**src/csdr_pkg.sv**
```systemverilog
// Package for the constant signed-digit recoder: widths, digit codes,
// controller/datapath command and status structs, and the digit weight function.
// No dependencies.
`timescale 1ns / 1ps
`default_nettype none

package csdr_pkg;

  localparam int CSDR_DIGITS     = 32;
  localparam int CSDR_INT_DIGITS = 16;

  localparam int VAL_W     = 32;  // constant and tolerance, unsigned 16.16
  localparam int CFG_W     = 6;   // input_width register
  localparam int POS_W     = 5;   // digit_position
  localparam int DIG_W     = 2;   // signed digit
  localparam int CNT_W     = 6;   // term_count
  localparam int RES_OUT_W = 34;  // residual on the output
  localparam int RES_W     = 35;  // residual held internally, one guard bit

  localparam logic [CFG_W-1:0] INPUT_WIDTH_RST = 6'd8;

  typedef logic signed [DIG_W-1:0] digit_t;

  localparam digit_t DIG_ZERO = 2'sb00;
  localparam digit_t DIG_POS  = 2'sb01;
  localparam digit_t DIG_NEG  = 2'sb11;

  typedef struct packed {
    logic load;
    logic recode;
    logic walk_init;
    logic walk;
    logic emit_init;
    logic emit;
  } csdr_cmd_t;

  typedef struct packed {
    logic recode_end;
    logic walk_end;
    logic out_free;
    logic emit_end;
  } csdr_sts_t;

  // Weight of digit j in units of 2^-16. Only weights that a nonzero digit can
  // carry are representable; everything else reads as zero.
  function automatic logic [RES_W-1:0] weight_of(input int int_digits, input int j);
    int e;
    e = int_digits + 15 - j;
    if (e < 0 || e > RES_W - 2) begin
      return '0;
    end
    return RES_W'(1) << e;
  endfunction

endpackage

`default_nettype wire

```
**src/csdr_in_if.sv**
```systemverilog
// Input channel of the recoder: valid/ready handshake with the constant and
// its tolerance. Depends on csdr_pkg.
`timescale 1ns / 1ps
`default_nettype none

interface csdr_in_if import csdr_pkg::*; ();
  logic             valid;
  logic             ready;
  logic [VAL_W-1:0] constant_value;
  logic [VAL_W-1:0] tolerance;

  modport source (output valid, output constant_value, output tolerance, input ready);
  modport sink   (input valid, input constant_value, input tolerance, output ready);
endinterface

`default_nettype wire

```
**src/csdr_out_if.sv**
```systemverilog
// Result channel of the recoder: one word per signed digit, with the summary
// fields on the last one. Depends on csdr_pkg.
`timescale 1ns / 1ps
`default_nettype none

interface csdr_out_if import csdr_pkg::*; ();
  logic                        valid;
  logic                        ready;
  logic [POS_W-1:0]            digit_position;
  digit_t                      digit_value;
  logic                        last_digit;
  logic [CNT_W-1:0]            term_count;
  logic                        precision_warning;
  logic signed [RES_OUT_W-1:0] residual;

  modport source (output valid, output digit_position, output digit_value,
                  output last_digit, output term_count, output precision_warning,
                  output residual, input ready);
  modport sink   (input valid, input digit_position, input digit_value,
                  input last_digit, input term_count, input precision_warning,
                  input residual, output ready);
endinterface

`default_nettype wire

```
**src/constant_signed_digit_recoder.sv**
```systemverilog
// Constant signed-digit recoder, top level. Depends on csdr_pkg, the channel
// interfaces, csdr_ctrl and csdr_dpath.
// One item occupies the block from acceptance until the next can be taken: DIGITS
// recode steps, W walk steps up to the stop, and L emitted words at one per cycle
// while out ready is high.
// Reset is synchronous and active low; it sets input_width to 8 and clears control.
`timescale 1ns / 1ps
`default_nettype none

module constant_signed_digit_recoder import csdr_pkg::*; #(
  parameter int DIGITS     = CSDR_DIGITS,
  parameter int INT_DIGITS = CSDR_INT_DIGITS
) (
  input  wire logic             clk,
  input  wire logic             rst_n,
  csdr_in_if.sink               in_chan,
  csdr_out_if.source            out_chan,
  input  wire logic             cfg_wr_en,
  input  wire logic [CFG_W-1:0] cfg_wr_data
);

  csdr_cmd_t cmd;
  csdr_sts_t sts;

  csdr_ctrl u_ctrl (
    .clk      (clk),
    .rst_n    (rst_n),
    .in_valid (in_chan.valid),
    .in_ready (in_chan.ready),
    .sts      (sts),
    .cmd      (cmd)
  );

  csdr_dpath #(
    .DIGITS     (DIGITS),
    .INT_DIGITS (INT_DIGITS)
  ) u_dpath (
    .clk                   (clk),
    .rst_n                 (rst_n),
    .cmd                   (cmd),
    .sts                   (sts),
    .in_constant_value     (in_chan.constant_value),
    .in_tolerance          (in_chan.tolerance),
    .cfg_wr_en             (cfg_wr_en),
    .cfg_wr_data           (cfg_wr_data),
    .out_valid             (out_chan.valid),
    .out_ready             (out_chan.ready),
    .out_digit_position    (out_chan.digit_position),
    .out_digit_value       (out_chan.digit_value),
    .out_last_digit        (out_chan.last_digit),
    .out_term_count        (out_chan.term_count),
    .out_precision_warning (out_chan.precision_warning),
    .out_residual          (out_chan.residual)
  );

endmodule

`default_nettype wire

```
**src/csdr_ram.sv**
```systemverilog
// Generic simple dual-port RAM: one write port, one read port, registered read.
// No dependencies.
`timescale 1ns / 1ps
`default_nettype none

module csdr_ram #(
  parameter int WIDTH = 8,
  parameter int DEPTH = 16
) (
  input  wire logic                     clk,
  input  wire logic                     we,
  input  wire logic [$clog2(DEPTH)-1:0] waddr,
  input  wire logic [WIDTH-1:0]         wdata,
  input  wire logic [$clog2(DEPTH)-1:0] raddr,
  output logic      [WIDTH-1:0]         rdata
);

  logic [WIDTH-1:0] mem [DEPTH];

  always_ff @(posedge clk) begin
    if (we) begin
      mem[waddr] <= wdata;
    end
    rdata <= mem[raddr];
  end

endmodule

`default_nettype wire

```
**src/csdr_ctrl.sv**
```systemverilog
// Controller of the recoder: sequences load, recode, walk and emit phases.
// Depends on csdr_pkg for the command and status structs.
`timescale 1ns / 1ps
`default_nettype none

module csdr_ctrl import csdr_pkg::*; (
  input  wire logic      clk,
  input  wire logic      rst_n,
  input  wire logic      in_valid,
  output logic           in_ready,
  input  csdr_sts_t      sts,
  output csdr_cmd_t      cmd
);

  localparam logic [2:0] S_IDLE      = 3'd0;
  localparam logic [2:0] S_RECODE    = 3'd1;
  localparam logic [2:0] S_WALK_PREP = 3'd2;
  localparam logic [2:0] S_WALK      = 3'd3;
  localparam logic [2:0] S_EMIT_PREP = 3'd4;
  localparam logic [2:0] S_EMIT      = 3'd5;

  logic [2:0] state_r;
  logic [2:0] state_nxt;

  assign in_ready = (state_r == S_IDLE);

  always_comb begin
    state_nxt = state_r;
    cmd       = '0;
    unique case (state_r)
      S_IDLE: begin
        if (in_valid) begin
          cmd.load  = 1'b1;
          state_nxt = S_RECODE;
        end
      end
      S_RECODE: begin
        cmd.recode = 1'b1;
        if (sts.recode_end) begin
          state_nxt = S_WALK_PREP;
        end
      end
      S_WALK_PREP: begin
        cmd.walk_init = 1'b1;
        state_nxt     = S_WALK;
      end
      S_WALK: begin
        cmd.walk = 1'b1;
        if (sts.walk_end) begin
          state_nxt = S_EMIT_PREP;
        end
      end
      S_EMIT_PREP: begin
        cmd.emit_init = 1'b1;
        state_nxt     = S_EMIT;
      end
      S_EMIT: begin
        if (sts.out_free) begin
          cmd.emit = 1'b1;
          if (sts.emit_end) begin
            state_nxt = S_IDLE;
          end
        end
      end
      default: begin
        state_nxt = S_IDLE;
      end
    endcase
  end

  always_ff @(posedge clk) begin
    if (!rst_n) begin
      state_r <= S_IDLE;
    end else begin
      state_r <= state_nxt;
    end
  end

endmodule

`default_nettype wire

```
**src/csdr_dpath.sv**
```systemverilog
// Datapath of the recoder: binary expansion, run-of-ones recoding into the
// digit store, residual walk and the output word register.
// Depends on csdr_pkg and csdr_ram.
`timescale 1ns / 1ps
`default_nettype none

module csdr_dpath import csdr_pkg::*; #(
  parameter int DIGITS     = CSDR_DIGITS,
  parameter int INT_DIGITS = CSDR_INT_DIGITS
) (
  input  wire logic                     clk,
  input  wire logic                     rst_n,
  input  csdr_cmd_t                     cmd,
  output csdr_sts_t                     sts,
  input  wire logic [VAL_W-1:0]         in_constant_value,
  input  wire logic [VAL_W-1:0]         in_tolerance,
  input  wire logic                     cfg_wr_en,
  input  wire logic [CFG_W-1:0]         cfg_wr_data,
  output logic                          out_valid,
  input  wire logic                     out_ready,
  output logic [POS_W-1:0]              out_digit_position,
  output digit_t                        out_digit_value,
  output logic                          out_last_digit,
  output logic [CNT_W-1:0]              out_term_count,
  output logic                          out_precision_warning,
  output logic signed [RES_OUT_W-1:0]   out_residual
);

  localparam int IW      = $clog2(DIGITS);
  localparam int TW      = $clog2(DIGITS + 1);
  localparam int CMP_W   = 8;
  localparam int TOP_EXP = INT_DIGITS + 15;
  localparam logic [CMP_W-1:0] BASE_MIN = CMP_W'(INT_DIGITS - 1);
  localparam logic [IW-1:0]    IDX_LAST = IW'(DIGITS - 1);

  // Configuration and per-item registers.
  logic [CFG_W-1:0]        iw_r;
  logic [VAL_W-1:0]        c_r, c_nxt;
  logic [VAL_W-1:0]        tol_r, tol_nxt;
  logic [DIGITS-1:0]       sh_r, sh_nxt;
  logic [IW-1:0]           idx_r, idx_nxt;
  logic                    run_r, run_nxt;
  logic signed [RES_W-1:0] res_r, res_nxt;
  logic [TW-1:0]           terms_r, terms_nxt;
  logic [IW-1:0]           last_nz_r, last_nz_nxt;
  logic                    warn_r, warn_nxt;
  logic [IW-1:0]           lastidx_r, lastidx_nxt;
  logic                    out_valid_r, out_valid_nxt;

  // Output word payload.
  logic [POS_W-1:0]            pos_r;
  digit_t                      dig_r;
  logic                        last_r;
  logic [CNT_W-1:0]            tc_r;
  logic                        owarn_r;
  logic signed [RES_OUT_W-1:0] ores_r;

  logic [DIGITS-1:0] exp_vec;
  logic              sat;
  digit_t            q;
  digit_t            rc_dig;
  logic              rc_run;
  logic              rc_v;

  logic [CMP_W-1:0]        base8;
  logic                    width_stop;
  logic [RES_W-1:0]        wt;
  logic signed [RES_W-1:0] wk_res;
  logic [TW-1:0]           wk_terms;
  logic signed [RES_W-1:0] tol_s;
  logic                    tol_met;
  logic                    is_last;

  // Greedy expansion over descending powers of two is the binary pattern of
  // the constant, or all ones when the constant exceeds the top weight.
  // Bit i of the vector is digit DIGITS-1-i, so the recode pass shifts right.
  always_comb begin
    int e;
    sat     = (TOP_EXP < VAL_W - 1) && ((in_constant_value >> (TOP_EXP + 1)) != '0);
    exp_vec = '0;
    for (int i = 0; i < DIGITS; i++) begin
      e = INT_DIGITS + 16 - DIGITS + i;
      exp_vec[i] = (e >= 0) && (sat || ((e < VAL_W) && in_constant_value[e[4:0]]));
    end
  end

  // Recode one digit, least significant first. A run of three or more ones
  // becomes -1 at its bottom, zeros inside and +1 at the first zero above it;
  // that +1 is then checked again against the two digits above it.
  always_comb begin
    rc_v = run_r | sh_r[0];
    if (run_r && sh_r[0]) begin
      rc_dig = DIG_ZERO;
      rc_run = 1'b1;
    end else if ((idx_r > IW'(1)) && rc_v && sh_r[1] && sh_r[2]) begin
      rc_dig = DIG_NEG;
      rc_run = 1'b1;
    end else begin
      rc_dig = rc_v ? DIG_POS : DIG_ZERO;
      rc_run = 1'b0;
    end
  end

  // Residual walk, most significant digit first.
  always_comb begin
    base8      = (CMP_W'(last_nz_r) > BASE_MIN) ? CMP_W'(last_nz_r) : BASE_MIN;
    width_stop = CMP_W'(idx_r) >= (base8 + CMP_W'(iw_r));
    wt         = weight_of(INT_DIGITS, int'(idx_r));
    case (q)
      DIG_POS: wk_res = res_r - $signed(wt);
      DIG_NEG: wk_res = res_r + $signed(wt);
      default: wk_res = res_r;
    endcase
    wk_terms = (q != DIG_ZERO) ? terms_r + 1'b1 : terms_r;
    tol_s    = $signed({{(RES_W - VAL_W){1'b0}}, tol_r});
    tol_met  = (wk_res <= tol_s) && (wk_res >= -tol_s);
  end

  assign is_last = (idx_r == lastidx_r);

  assign sts.recode_end = (idx_r == '0);
  assign sts.walk_end   = width_stop || tol_met || (idx_r == IDX_LAST);
  assign sts.out_free   = !out_valid_r || out_ready;
  assign sts.emit_end   = is_last;

  always_comb begin
    c_nxt       = c_r;
    tol_nxt     = tol_r;
    sh_nxt      = sh_r;
    idx_nxt     = idx_r;
    run_nxt     = run_r;
    res_nxt     = res_r;
    terms_nxt   = terms_r;
    last_nz_nxt = last_nz_r;
    warn_nxt    = warn_r;
    lastidx_nxt = lastidx_r;
    if (cmd.load) begin
      c_nxt   = in_constant_value;
      tol_nxt = in_tolerance;
      sh_nxt  = exp_vec;
      idx_nxt = IDX_LAST;
      run_nxt = 1'b0;
    end
    if (cmd.recode) begin
      run_nxt = rc_run;
      sh_nxt  = sh_r >> 1;
      if (idx_r != '0) begin
        idx_nxt = idx_r - 1'b1;
      end
    end
    if (cmd.walk_init) begin
      idx_nxt     = '0;
      res_nxt     = $signed({{(RES_W - VAL_W){1'b0}}, c_r});
      terms_nxt   = '0;
      last_nz_nxt = '0;
      warn_nxt    = 1'b0;
    end
    if (cmd.walk) begin
      if (width_stop) begin
        // Truncate at the last nonzero digit walked so far.
        warn_nxt    = 1'b1;
        lastidx_nxt = last_nz_r;
      end else begin
        res_nxt   = wk_res;
        terms_nxt = wk_terms;
        if (tol_met || (idx_r == IDX_LAST)) begin
          lastidx_nxt = idx_r;
        end else begin
          if (q != DIG_ZERO) begin
            last_nz_nxt = idx_r;
          end
          idx_nxt = idx_r + 1'b1;
        end
      end
    end
    if (cmd.emit_init) begin
      idx_nxt = '0;
    end
    if (cmd.emit) begin
      idx_nxt = idx_r + 1'b1;
    end
  end

  always_comb begin
    if (cmd.emit) begin
      out_valid_nxt = 1'b1;
    end else if (out_ready) begin
      out_valid_nxt = 1'b0;
    end else begin
      out_valid_nxt = out_valid_r;
    end
  end

  always_ff @(posedge clk) begin
    if (!rst_n) begin
      iw_r        <= INPUT_WIDTH_RST;
      idx_r       <= '0;
      run_r       <= 1'b0;
      res_r       <= '0;
      terms_r     <= '0;
      last_nz_r   <= '0;
      warn_r      <= 1'b0;
      lastidx_r   <= '0;
      out_valid_r <= 1'b0;
    end else begin
      if (cfg_wr_en) begin
        iw_r <= cfg_wr_data;
      end
      idx_r       <= idx_nxt;
      run_r       <= run_nxt;
      res_r       <= res_nxt;
      terms_r     <= terms_nxt;
      last_nz_r   <= last_nz_nxt;
      warn_r      <= warn_nxt;
      lastidx_r   <= lastidx_nxt;
      out_valid_r <= out_valid_nxt;
    end
  end

  always_ff @(posedge clk) begin
    c_r   <= c_nxt;
    tol_r <= tol_nxt;
    sh_r  <= sh_nxt;
    if (cmd.emit) begin
      pos_r   <= POS_W'(idx_r);
      dig_r   <= q;
      last_r  <= is_last;
      tc_r    <= is_last ? CNT_W'(terms_r) : '0;
      owarn_r <= is_last && warn_r;
      ores_r  <= is_last ? res_r[RES_OUT_W-1:0] : '0;
    end
  end

  // The read address follows the next index, so the registered read data
  // always belongs to the current index.
  csdr_ram #(
    .WIDTH (DIG_W),
    .DEPTH (DIGITS)
  ) u_digit_store (
    .clk   (clk),
    .we    (cmd.recode),
    .waddr (idx_r),
    .wdata (rc_dig),
    .raddr (idx_nxt),
    .rdata (q)
  );

  assign out_valid             = out_valid_r;
  assign out_digit_position    = pos_r;
  assign out_digit_value       = dig_r;
  assign out_last_digit        = last_r;
  assign out_term_count        = tc_r;
  assign out_precision_warning = owarn_r;
  assign out_residual          = ores_r;

endmodule

`default_nettype wire

```
**src/flat_wrapper.sv**
```systemverilog
// flat-port wrapper written by rule: the top's interface ports become plain ports
module constant_signed_digit_recoder_flat import csdr_pkg::*;
#(
  parameter int DIGITS     = CSDR_DIGITS,
  parameter int INT_DIGITS = CSDR_INT_DIGITS
)
  (clk, rst_n, cfg_wr_en, cfg_wr_data, in_chan_valid, in_chan_constant_value, in_chan_tolerance, in_chan_ready, out_chan_valid, out_chan_digit_position, out_chan_digit_value, out_chan_last_digit, out_chan_term_count, out_chan_precision_warning, out_chan_residual, out_chan_ready);
  csdr_in_if in_chan_i ();
  csdr_out_if out_chan_i ();
  input  wire logic clk;
  input  wire logic rst_n;
  input  wire logic cfg_wr_en;
  input  wire logic [CFG_W-1:0] cfg_wr_data;
  input wire logic [$bits(in_chan_i.valid)-1:0] in_chan_valid;
  input wire logic [$bits(in_chan_i.constant_value)-1:0] in_chan_constant_value;
  input wire logic [$bits(in_chan_i.tolerance)-1:0] in_chan_tolerance;
  output wire logic [$bits(in_chan_i.ready)-1:0] in_chan_ready;
  output wire logic [$bits(out_chan_i.valid)-1:0] out_chan_valid;
  output wire logic [$bits(out_chan_i.digit_position)-1:0] out_chan_digit_position;
  output wire logic [$bits(out_chan_i.digit_value)-1:0] out_chan_digit_value;
  output wire logic [$bits(out_chan_i.last_digit)-1:0] out_chan_last_digit;
  output wire logic [$bits(out_chan_i.term_count)-1:0] out_chan_term_count;
  output wire logic [$bits(out_chan_i.precision_warning)-1:0] out_chan_precision_warning;
  output wire logic [$bits(out_chan_i.residual)-1:0] out_chan_residual;
  input wire logic [$bits(out_chan_i.ready)-1:0] out_chan_ready;
  assign in_chan_i.valid = in_chan_valid;
  assign in_chan_i.constant_value = in_chan_constant_value;
  assign in_chan_i.tolerance = in_chan_tolerance;
  assign in_chan_ready = in_chan_i.ready;
  assign out_chan_valid = out_chan_i.valid;
  assign out_chan_digit_position = out_chan_i.digit_position;
  assign out_chan_digit_value = out_chan_i.digit_value;
  assign out_chan_last_digit = out_chan_i.last_digit;
  assign out_chan_term_count = out_chan_i.term_count;
  assign out_chan_precision_warning = out_chan_i.precision_warning;
  assign out_chan_residual = out_chan_i.residual;
  assign out_chan_i.ready = out_chan_ready;
  constant_signed_digit_recoder #(.DIGITS(DIGITS), .INT_DIGITS(INT_DIGITS)) u_core (.clk(clk), .rst_n(rst_n), .in_chan(in_chan_i), .out_chan(out_chan_i), .cfg_wr_en(cfg_wr_en), .cfg_wr_data(cfg_wr_data));
endmodule
```
**config.mk**
```make
export PLATFORM = sky130hd
export DESIGN_NAME = constant_signed_digit_recoder_flat
export DESIGN_NICKNAME = d
export VERILOG_FILES = /design/src/csdr_pkg.sv /design/src/csdr_in_if.sv /design/src/csdr_out_if.sv /design/src/constant_signed_digit_recoder.sv /design/src/csdr_ram.sv /design/src/csdr_ctrl.sv /design/src/csdr_dpath.sv /design/src/flat_wrapper.sv
export SDC_FILE = /design/constraint.sdc
export NUM_CORES = 1
export LEC_CHECK = 0
export CAP_MARGIN = 30
export CORE_AREA = 5 5 266 268
export CTS_CLUSTER_DIAMETER = 40
export DETAILED_ROUTE_END_ITERATION = 8
export DIE_AREA = 0 0 271 273
export DONT_BUFFER_PORTS = 1
export SYNTH_ARGS = -nofsm -noshare
export SYNTH_HDL_FRONTEND = slang
export SYNTH_HIERARCHICAL = 1
export SYNTH_SLANG_ARGS = --single-unit
```
**constraint.sdc**
```tcl
create_clock -name clk -period 9.2 [get_ports clk]
set_clock_uncertainty 0.1 [all_clocks]
set_input_delay 1.38 -clock clk [delete_from_list [all_inputs] [get_ports clk]]
set_output_delay 1.38 -clock clk [all_outputs]
set_load 0.005 [all_outputs]
```
==> results of run 1 <==
[layout make-up]
cell class                 count  area [sq um]
fill                        6999         48000
multi-input combinational   1297          9260
sequential                   279          7670
clock buffer                  50          1150
tap                          882          1100
timing repair buffer          43           353
clock inverter                32           332
inverter                      68           255
[power breakdown]
group          internal [mW]  switching [mW]
Sequential              1.66           0.190
Clock                  0.994           0.655
Combinational           1.32            2.10
[worst max-delay path, delay by kind of cell (launching register included)]
kind,cells,cell delay (ns)
muxes,1,0.28
AOI/OAI and AO/OA,20,3.71
adders and majority gates,4,1.14
buffers and inverters,4,0.73
DFF,1,0.31
and+or+nand+nor,9,1.99
xor gates and xnor gates,1,0.21
[per-layer routing]
layer	GRT usage [%]	vias to the layer above
met3	2.99	71
met1	17.7	6536
met4	2.70	4
li1	-	6437
met5	0	-
met2	23.2	366
[cell families after synthesis]
group,count (synthesis)
buffers and inverters,149
adders and majority gates,118
xor gates and xnor gates,86
DFF,279
and+or+nand+nor,561
muxes,133
AOI/OAI and AO/OA,399
[cells in the final DEF, fill, tap and decap left out, types with 35 or more instances in the layout]
cell type	n
edfxtp_1	208
ha_1	113
and2_1	44
inv_1	68
a21oi_1	121
dfxtp_1	69
nor3_1	35
nand2_1	132
xnor2_1	57
buf_4	41
nor2_1	160
clkbuf_16	46
mux2i_1	80
mux2_2	53
o21ai_0	65
[worst paths after layout]
kind | start | to | slack (ns) | cells past startpoint
worst min register to register | u_core/u_dpath/lastidx_r[1]$_SDFFE_PN0P_ | u_core/u_dpath/lastidx_r[1]$_SDFFE_PN0P_ | 0.38 | 2
worst max-delay path | u_core/u_dpath/idx_r[0]$_SDFF_PN0_ | u_core/u_dpath/u_digit_store/rdata[0]$_DFF_P_ | 0.59 | 39
worst max register to register | u_core/u_dpath/idx_r[0]$_SDFF_PN0_ | u_core/u_dpath/u_digit_store/rdata[0]$_DFF_P_ | 0.59 | 39
worst min-delay path | u_core/u_dpath/lastidx_r[1]$_SDFFE_PN0P_ | u_core/u_dpath/lastidx_r[1]$_SDFFE_PN0P_ | 0.38 | 2
[repair_timing]
item	CTS	global route
resized for setup	0	17
buffers inserted	0	1
endpoints found under the setup margin	0	2
[flip-flops by register name (all words and copies together) (netlist names), 6 cells and up]
name                              count
u_core/u_dpath/u_digit_store/mem     64
u_core/u_dpath/tol_r                 32
u_core/u_dpath/out_term_count         6
u_core/u_dpath/c_r                   32
u_core/u_dpath/out_residual          34
u_core/u_dpath/iw_r                   6
u_core/u_dpath/sh_r                  32
u_core/u_dpath/res_r                 35
u_core/u_dpath/terms_r                6
[metrics by stage]
step,area [sq um],hold slack [ns]
6_report,20100,0.383
5_1_grt,20100,0.404
4_1_cts,20100,0.383
3_5_place_dp,18600,0.373
3_3_place_gp,18600,0.360
2_1_floorplan,17500,0.308
==> qor.csv, run 1 <==
metric;value;unit
I/O Pins;126;
Worst Max-Slew Pin Slew;0.954;ns
Post-Syn Area;0.0175;sq mm
Critical Path Source Type;flop;
core footprint;0.0681;sq mm
critical path data required time;9.53;ns
RSZ-0062 raised after global routing;no;
Post-DP HPWL;38.7;mm
Synth area leaders;edfxtp_1 (36%), ha_1 (8.1%), dfxtp_1 (8.1%), mux2i_1 (4.6%), a21oi_1 (3.5%);
Yosys cell types;102;
vias in the first global route;13400;
Total Nets Final;1924;
Sink Count;279;
Die X;271;um
Final Hold Vio Count;0;
Post-synth top flop;edfxtp_1;
DRT Pass-1 Iters;6;
Post-synth top cells;edfxtp_1 (208), nor2_1 (162), nand2_1 (133), a21oi_1 (123), ha_1 (114);
share of layout cells above drive strength 1;13.1;%
Post-synth EDFFs;208;
first-pass GRT wire length;79.8;mm
Tcrit/Tclk final;93.6;%
Post-Layout Cell Count;2651;
worst skew pair latency;0.57;ns
Mapped Avg Cell Area;10.2;sq um
Post-synth ARST share;0;%
status;completed;
IO buf count;0;
final worst path period need;8.61;ns
Slew Limit Fails;0;
pwr/cell area;344;mW/mm^2
# setup viols final;0;
most frequent cell after synthesis;edfxtp_1;
Simple-Gate Fraction of Synth Area;16.3;%
post-route DRC violation count;0;
Final ANT Viol Nets;0;
Area Overhead vs Synth;14.7;%
clk root buf;clkbuf_16;
top cell type's share of synthesized area;35.6;%
setup slack after layout;0.587;ns
Synth Area in XOR/XNOR;4.29;%
DR WL/cell;19.7;um
Hold WC Path Type;reg -> reg;
Cells after DPL;2567;
Core Util, Final;29.6;%
Synth area leader;edfxtp_1;
clk buf depth;3;
flops & latches, synth;279;
Die Y;273;um
1st-iter DRT viols;790;
routed wl met2;24.9;mm
Peak supply drop;0.000186;V
Crit-path slowest cell;or4b_2;
critical path type;reg -> reg;
post-layout power;6.92;mW
TritonCTS clock tree;built;
total track usage;13.6;%
antenna violations before repair;4;
Critical Path End Type;flop;
Worst Path Max Fanout;16;
P_leak;7.67;nW
slowest stage delay, CP;0.63;ns
cell count after synthesis;1725;
Via-to-Cell Ratio;5.06;
die area;0.0740;sq mm
cell mode on critical path;ha_1;
Seq/Total Area, Yosys;43.7;%
largest net degree at the start of global routing;69;
WL final;52.1;mm
via count;13400;
ant diodes;0;
post-synthesis mux area share;7.96;%
last weighted congestion value of the routability-driven placer;0.918;
Synth Net Count;1916;
Warnings, synthesis;6;
starting density of the core;25.8;%
largest family of logic cells by synthesized area;simple AND/OR/NAND/NOR gates;
hold_buf cts;0;
fmax;116;MHz
met3 WL;2.96;mm
Crit path arrival time;8.94;ns
Max Cap Violations;0;
post-route setup TNS;0;ns
Max H-tree Level;2;
M1 wire length;23.4;mm
post-synthesis adder-cell area fraction;8.47;%
highest routed layer;met5;
Slew headroom;36.3;%
clk slew on worst S/H paths;0.06;ns
total grt overflow;0;
row cnt;96;
Num CTS Buffers;44;
pre-CTS setup slack;0.427;ns
Synth Area in Compound Gates;15.3;%
Power figures use the tool's default switching activity.
==> inputs of run 2 (changes only) <==
- CORE_AREA: 5 5 266 268 -> 2 2 263 265
- CTS_CLUSTER_DIAMETER: 40 -> 120
- DIE_AREA: 0 0 271 273 -> 0 0 265 267
==> run 2 against run 1 <==
Via count down 0.66%. Hold slack worse by 0.0015 ns. Sequential share of layout area up 0.72 points. Sequential power about the same.
==> qor.csv, run 2 (same netlist as run 1, synthesis figures left out) <==
metric;value;unit
1st-iter DRT viols;860;
Num CTS Buffers;31;
TritonCTS clock tree;built;
Max Cap Violations;0;
fmax;115;MHz
Core Util, Final;29.1;%
Crit path arrival time;9.02;ns
row cnt;96;
RSZ-0062 raised after global routing;no;
ant diodes;0;
Peak supply drop;0.000201;V
die area;0.0708;sq mm
sequential share of power;28.0;%
Area Overhead vs Synth;12.6;%
critical path type;reg -> reg;
Critical Path End Type;flop;
via count;13300;
slowest stage delay, CP;0.62;ns
clk slew on worst S/H paths;0.06;ns
total grt overflow;0;
Post-DP HPWL;38.7;mm
Die X;265;um
Final Hold Vio Count;0;
vias in the first global route;13200;
CP bufs+invs;4;
Clk network pwr share;19.7;%
total track usage;14.3;%
clk buf depth;3;
starting density of the core;25.8;%
I/O Pins;126;
IO buf count;0;
# setup viols final;0;
post-route DRC violation count;0;
WL final;51.4;mm
Cells after DPL;2572;
Worst Max-Slew Pin Slew;0.901;ns
Die Y;267;um
Post-Layout Cell Count;2632;
status;completed;
post-route setup TNS;0;ns
most frequent cells in the layout;edfxtp_1 (208), nor2_1 (160), nand2_1 (132), a21oi_1 (123), ha_1 (112);
Int Pwr;3.76;mW
Sink Count;279;
Total Nets Final;1916;
Largest Register;u_core/u_dpath/u_digit_store/mem;
last weighted congestion value of the routability-driven placer;0.904;
Comb pwr share;52.3;%
Slew Limit Fails;0;
max reg flops;64;
Final ANT Viol Nets;0;
antenna violations before repair;3;
Worst Path Max Fanout;7;
worst skew pair latency;0.58;ns
switching share of power;42.9;%
core footprint;0.0680;sq mm
cell mode on critical path;o21a_1;
largest net degree at the start of global routing;43;
sw power;2.82;mW
Via-to-Cell Ratio;5.06;
clk root buf;clkbuf_16;
pwr/cell area;333;mW/mm^2
DR WL/cell;19.5;um
critical path data required time;9.54;ns
Slew headroom;39.4;%
post-layout power;6.58;mW
delay-heaviest family, CP;compound AO/OA/AOI/OAI gates;
DRT Pass-1 Iters;5;
Hold WC Path Type;reg -> reg;
Crit-path slowest cell;or4b_2;
Max H-tree Level;1;
P_leak;7.48;nW
Critical Path Source Type;flop;
final worst path period need;8.69;ns
share of layout cells above drive strength 1;12.1;%
commonest non-fill, non-tap cell in the layout;edfxtp_1;
Tcrit/Tclk final;94.4;%
first-pass GRT wire length;79.3;mm
-- run 2: cell count changes in the layout (fill, tap and decap cells not counted), sizes merged --
cell,before,now
clkinvlp,3,4
inv,84,74
clkbuf,51,35
buf,42,47
clkinv,11,9
bufinv,2,5
-- run 2: metrics by stage --
stage / setup WS (ns) / hold slack (ns) / area (sq um)
global placement: 0.655 / 0.357 / 18600
CTS: 0.346 / 0.378 / 19700
global route: 0.0193 / 0.405 / 19800
floorplan: 1.10 / 0.308 / 17500
detailed placement: 0.442 / 0.370 / 18600
finish: 0.515 / 0.381 / 19800
-- run 2: layout make-up --
class | instances | area (sq um)
Fill cell | 7129 | 48200
Multi-Input combinational cell | 1297 | 9270
Sequential cell | 279 | 7670
Tap cell | 882 | 1100
Clock buffer | 34 | 787
Timing Repair Buffer | 48 | 390
Clock inverter | 24 | 283
Inverter | 68 | 255
-- run 2: power groups by stage --
stage                     combinational, mW  sequential (mW)  clock [mW]
after global routing                   3.78             1.87        1.38
after CTS                              3.36             1.84        1.33
final                                  3.44             1.84        1.30
after detailed placement               3.34             1.87           0
after floorplan                        2.49             1.78           0
after global placement                 3.29             1.86           0
-- run 2: timing repair --
item                       4_1_cts  5_1_grt
hold endpoints to repair         0        0
resized for setup                0       15
hold buffers                     0        0
setup buffers                    0        1
setup endpoints to repair        0        2
-- run 2: final timing paths --
path / start / endpoint / slack, ns / depth (start not counted)
max reg2reg: u_core/u_dpath/idx_r[0]$_SDFF_PN0_ / u_core/u_dpath/u_digit_store/rdata[1]$_DFF_P_ / 0.51 / 39
min reg2reg: u_core/u_dpath/lastidx_r[2]$_SDFFE_PN0P_ / u_core/u_dpath/lastidx_r[2]$_SDFFE_PN0P_ / 0.38 / 2
min: u_core/u_dpath/lastidx_r[2]$_SDFFE_PN0P_ / u_core/u_dpath/lastidx_r[2]$_SDFFE_PN0P_ / 0.38 / 2
max: u_core/u_dpath/idx_r[0]$_SDFF_PN0_ / u_core/u_dpath/u_digit_store/rdata[1]$_DFF_P_ / 0.51 / 39
-- run 2: metal layers --
metal  vias up  routed length [um]  global-route usage, %
li1       6400                   -                      -
met1      6465               22800                   18.6
met2       386               24300                   24.4
met4         2                1110                   3.11
met5         -                  13                      0
met3        72                3110                   2.76
-- run 2: worst reg2reg max path: cells and delay by family (launching register included) --
| family | cells | cell delay (ns) |
|---|---|---|
| AOI/OAI and AO/OA | 22 | 4.42 |
| DFF | 1 | 0.39 |
| buffers and inverters | 4 | 0.68 |
| adders and majority gates | 3 | 0.82 |
| and+or+nand+nor | 10 | 2.15 |
==> inputs of run 3 (changes only) <==
- CTS_BUF_LIST: not set -> sky130_fd_sc_hd__clkbuf_16
- RECOVER_POWER: not set -> 25
==> run 3 against run 2 <==
Utilization about the same. Highest routed layer unchanged. The flow now finishes with violations (max-capacitance violations, max-slew violations). Combinational power about the same. Flip-flop and latch count unchanged.
==> qor.csv, run 3 (same netlist as run 1, synthesis figures left out) <==
metric;value;unit
FILL cells;7137;
1st-iter DRT viols;910;
total track usage;14.3;%
Slew Limit Fails;43;
antenna violations before repair;3;
Max Cap Violations;1;
Critical Path Source Type;flop;
P_leak;7.46;nW
Crit-path slowest cell;or4b_2;
row cnt;96;
core footprint;0.0680;sq mm
Final Hold Vio Count;0;
DR WL/cell;19.5;um
Tcrit/Tclk final;94.5;%
starting density of the core;25.8;%
combined area of the multi-input logic cells;0.00926;sq mm
Via-to-Cell Ratio;5.07;
ant diodes;0;
Worst Path Max Fanout;7;
TritonCTS clock tree;built;
Placement Cell Area;0.0186;sq mm
final worst path period need;8.70;ns
Area Overhead vs Synth;12.4;%
cell mode on critical path;o21a_1;
total grt overflow;0;
die area;0.0708;sq mm
Largest Register;u_core/u_dpath/u_digit_store/mem;
critical path type;reg -> reg;
Post-DP HPWL;38.7;mm
WL final;51.4;mm
I/O Pins;126;
clk buf depth;3;
post-route DRC violation count;0;
# setup viols final;0;
most frequent cells in the layout;edfxtp_1 (208), nor2_1 (160), nand2_1 (132), a21oi_1 (123), ha_1 (112);
DRT Pass-1 Iters;5;
status;finished, violations left;
commonest non-fill, non-tap cell in the layout;edfxtp_1;
Die X;265;um
Crit path arrival time;9.03;ns
Num CTS Buffers;31;
largest net degree at the start of global routing;43;
Critical Path End Type;flop;
last weighted congestion value of the routability-driven placer;0.904;
Sink Count;279;
worst skew pair latency;0.58;ns
clk root buf;clkbuf_16;
Slew headroom;-63.9;%
via count;13300;
first-pass GRT wire length;79.3;mm
max reg flops;64;
share of layout cells above drive strength 1;11.5;%
Worst Max-Slew Pin Slew;2.46;ns
critical path data required time;9.54;ns
IO buf count;0;
Design Area, Final;0.0197;sq mm
Max H-tree Level;1;
slowest stage delay, CP;0.62;ns
post-route setup TNS;0;ns
FF+latch area;0.00767;sq mm
RSZ-0062 raised after global routing;no;
fmax;115;MHz
vias in the first global route;13200;
Hold WC Path Type;reg -> reg;
Final ANT Viol Nets;0;
Peak supply drop;0.000199;V
Die Y;267;um
Total Nets Final;1916;
clk slew on worst S/H paths;0.06;ns
violated checks;max-capacitance violations, max-slew violations;
pwr/cell area;333;mW/mm^2
[run 3: area by class of cell]
type	count	share of cell area, %
Multi-Input combinational cell	1297	47.0
Sequential cell	279	38.9
Tap cell	882	5.60
Clock buffer	31	3.93
Timing Repair Buffer	48	1.85
Clock inverter	27	1.49
Inverter	68	1.29
[run 3: through the flow]
step / util (%) / worst slack [ns] / cells / total power, mW / hold slack [ns]
after floorplan: - / 1.10 / 1725 / 4.27 / 0.308
after global placement: 27.4 / 0.655 / 2572 / 5.15 / 0.357
after detailed placement: 27.4 / 0.442 / 2572 / 5.20 / 0.370
after CTS: 28.9 / 0.346 / 2630 / 6.53 / 0.378
after global routing: 29.0 / 0.0245 / 2632 / 7.02 / 0.405
final: 29.0 / 0.502 / 2632 / 6.57 / 0.381
[run 3: critical path, delay by kind of cell, from the launching register on]
kind | cells | cell delay, ns
AO/OA/AOI/OAI | 22 | 4.43
adder cells (fa/ha/maj) | 3 | 0.82
buffers and inverters | 4 | 0.69
AND/OR/NAND/NOR | 10 | 2.15
flip-flops | 1 | 0.39
[run 3: metal layers]
layer  vias to the layer above  part of all wire (%)  global-route usage, %
li1                       6393                     -                      -
met1                      6509                    45                   18.6
met2                       370                    47                   24.4
met3                        73                   5.8                   2.76
met4                         2                   2.2                   3.11
met5                         -                 0.025                      0
[run 3: final timing paths]
check / slack, ns / from / endpoint / cells after the start
max: 0.50 / u_core/u_dpath/idx_r[0]$_SDFF_PN0_ / u_core/u_dpath/u_digit_store/rdata[1]$_DFF_P_ / 39
min: 0.38 / u_core/u_dpath/lastidx_r[2]$_SDFFE_PN0P_ / u_core/u_dpath/lastidx_r[2]$_SDFFE_PN0P_ / 2
max reg2reg: 0.50 / u_core/u_dpath/idx_r[0]$_SDFF_PN0_ / u_core/u_dpath/u_digit_store/rdata[1]$_DFF_P_ / 39
min reg2reg: 0.38 / u_core/u_dpath/lastidx_r[2]$_SDFFE_PN0P_ / u_core/u_dpath/lastidx_r[2]$_SDFFE_PN0P_ / 2
[run 3: what timing repair did]
item | in CTS | in global routing
hold buffers | 0 | 0
setup buffers | 0 | 1
resized for setup | 0 | 15
setup endpoints to repair | 0 | 2
[run 3: report_power, final]
group	internal (mW)	switching [mW]
Sequential	1.66	0.180
Combinational	1.33	2.11
Clock	0.763	0.531
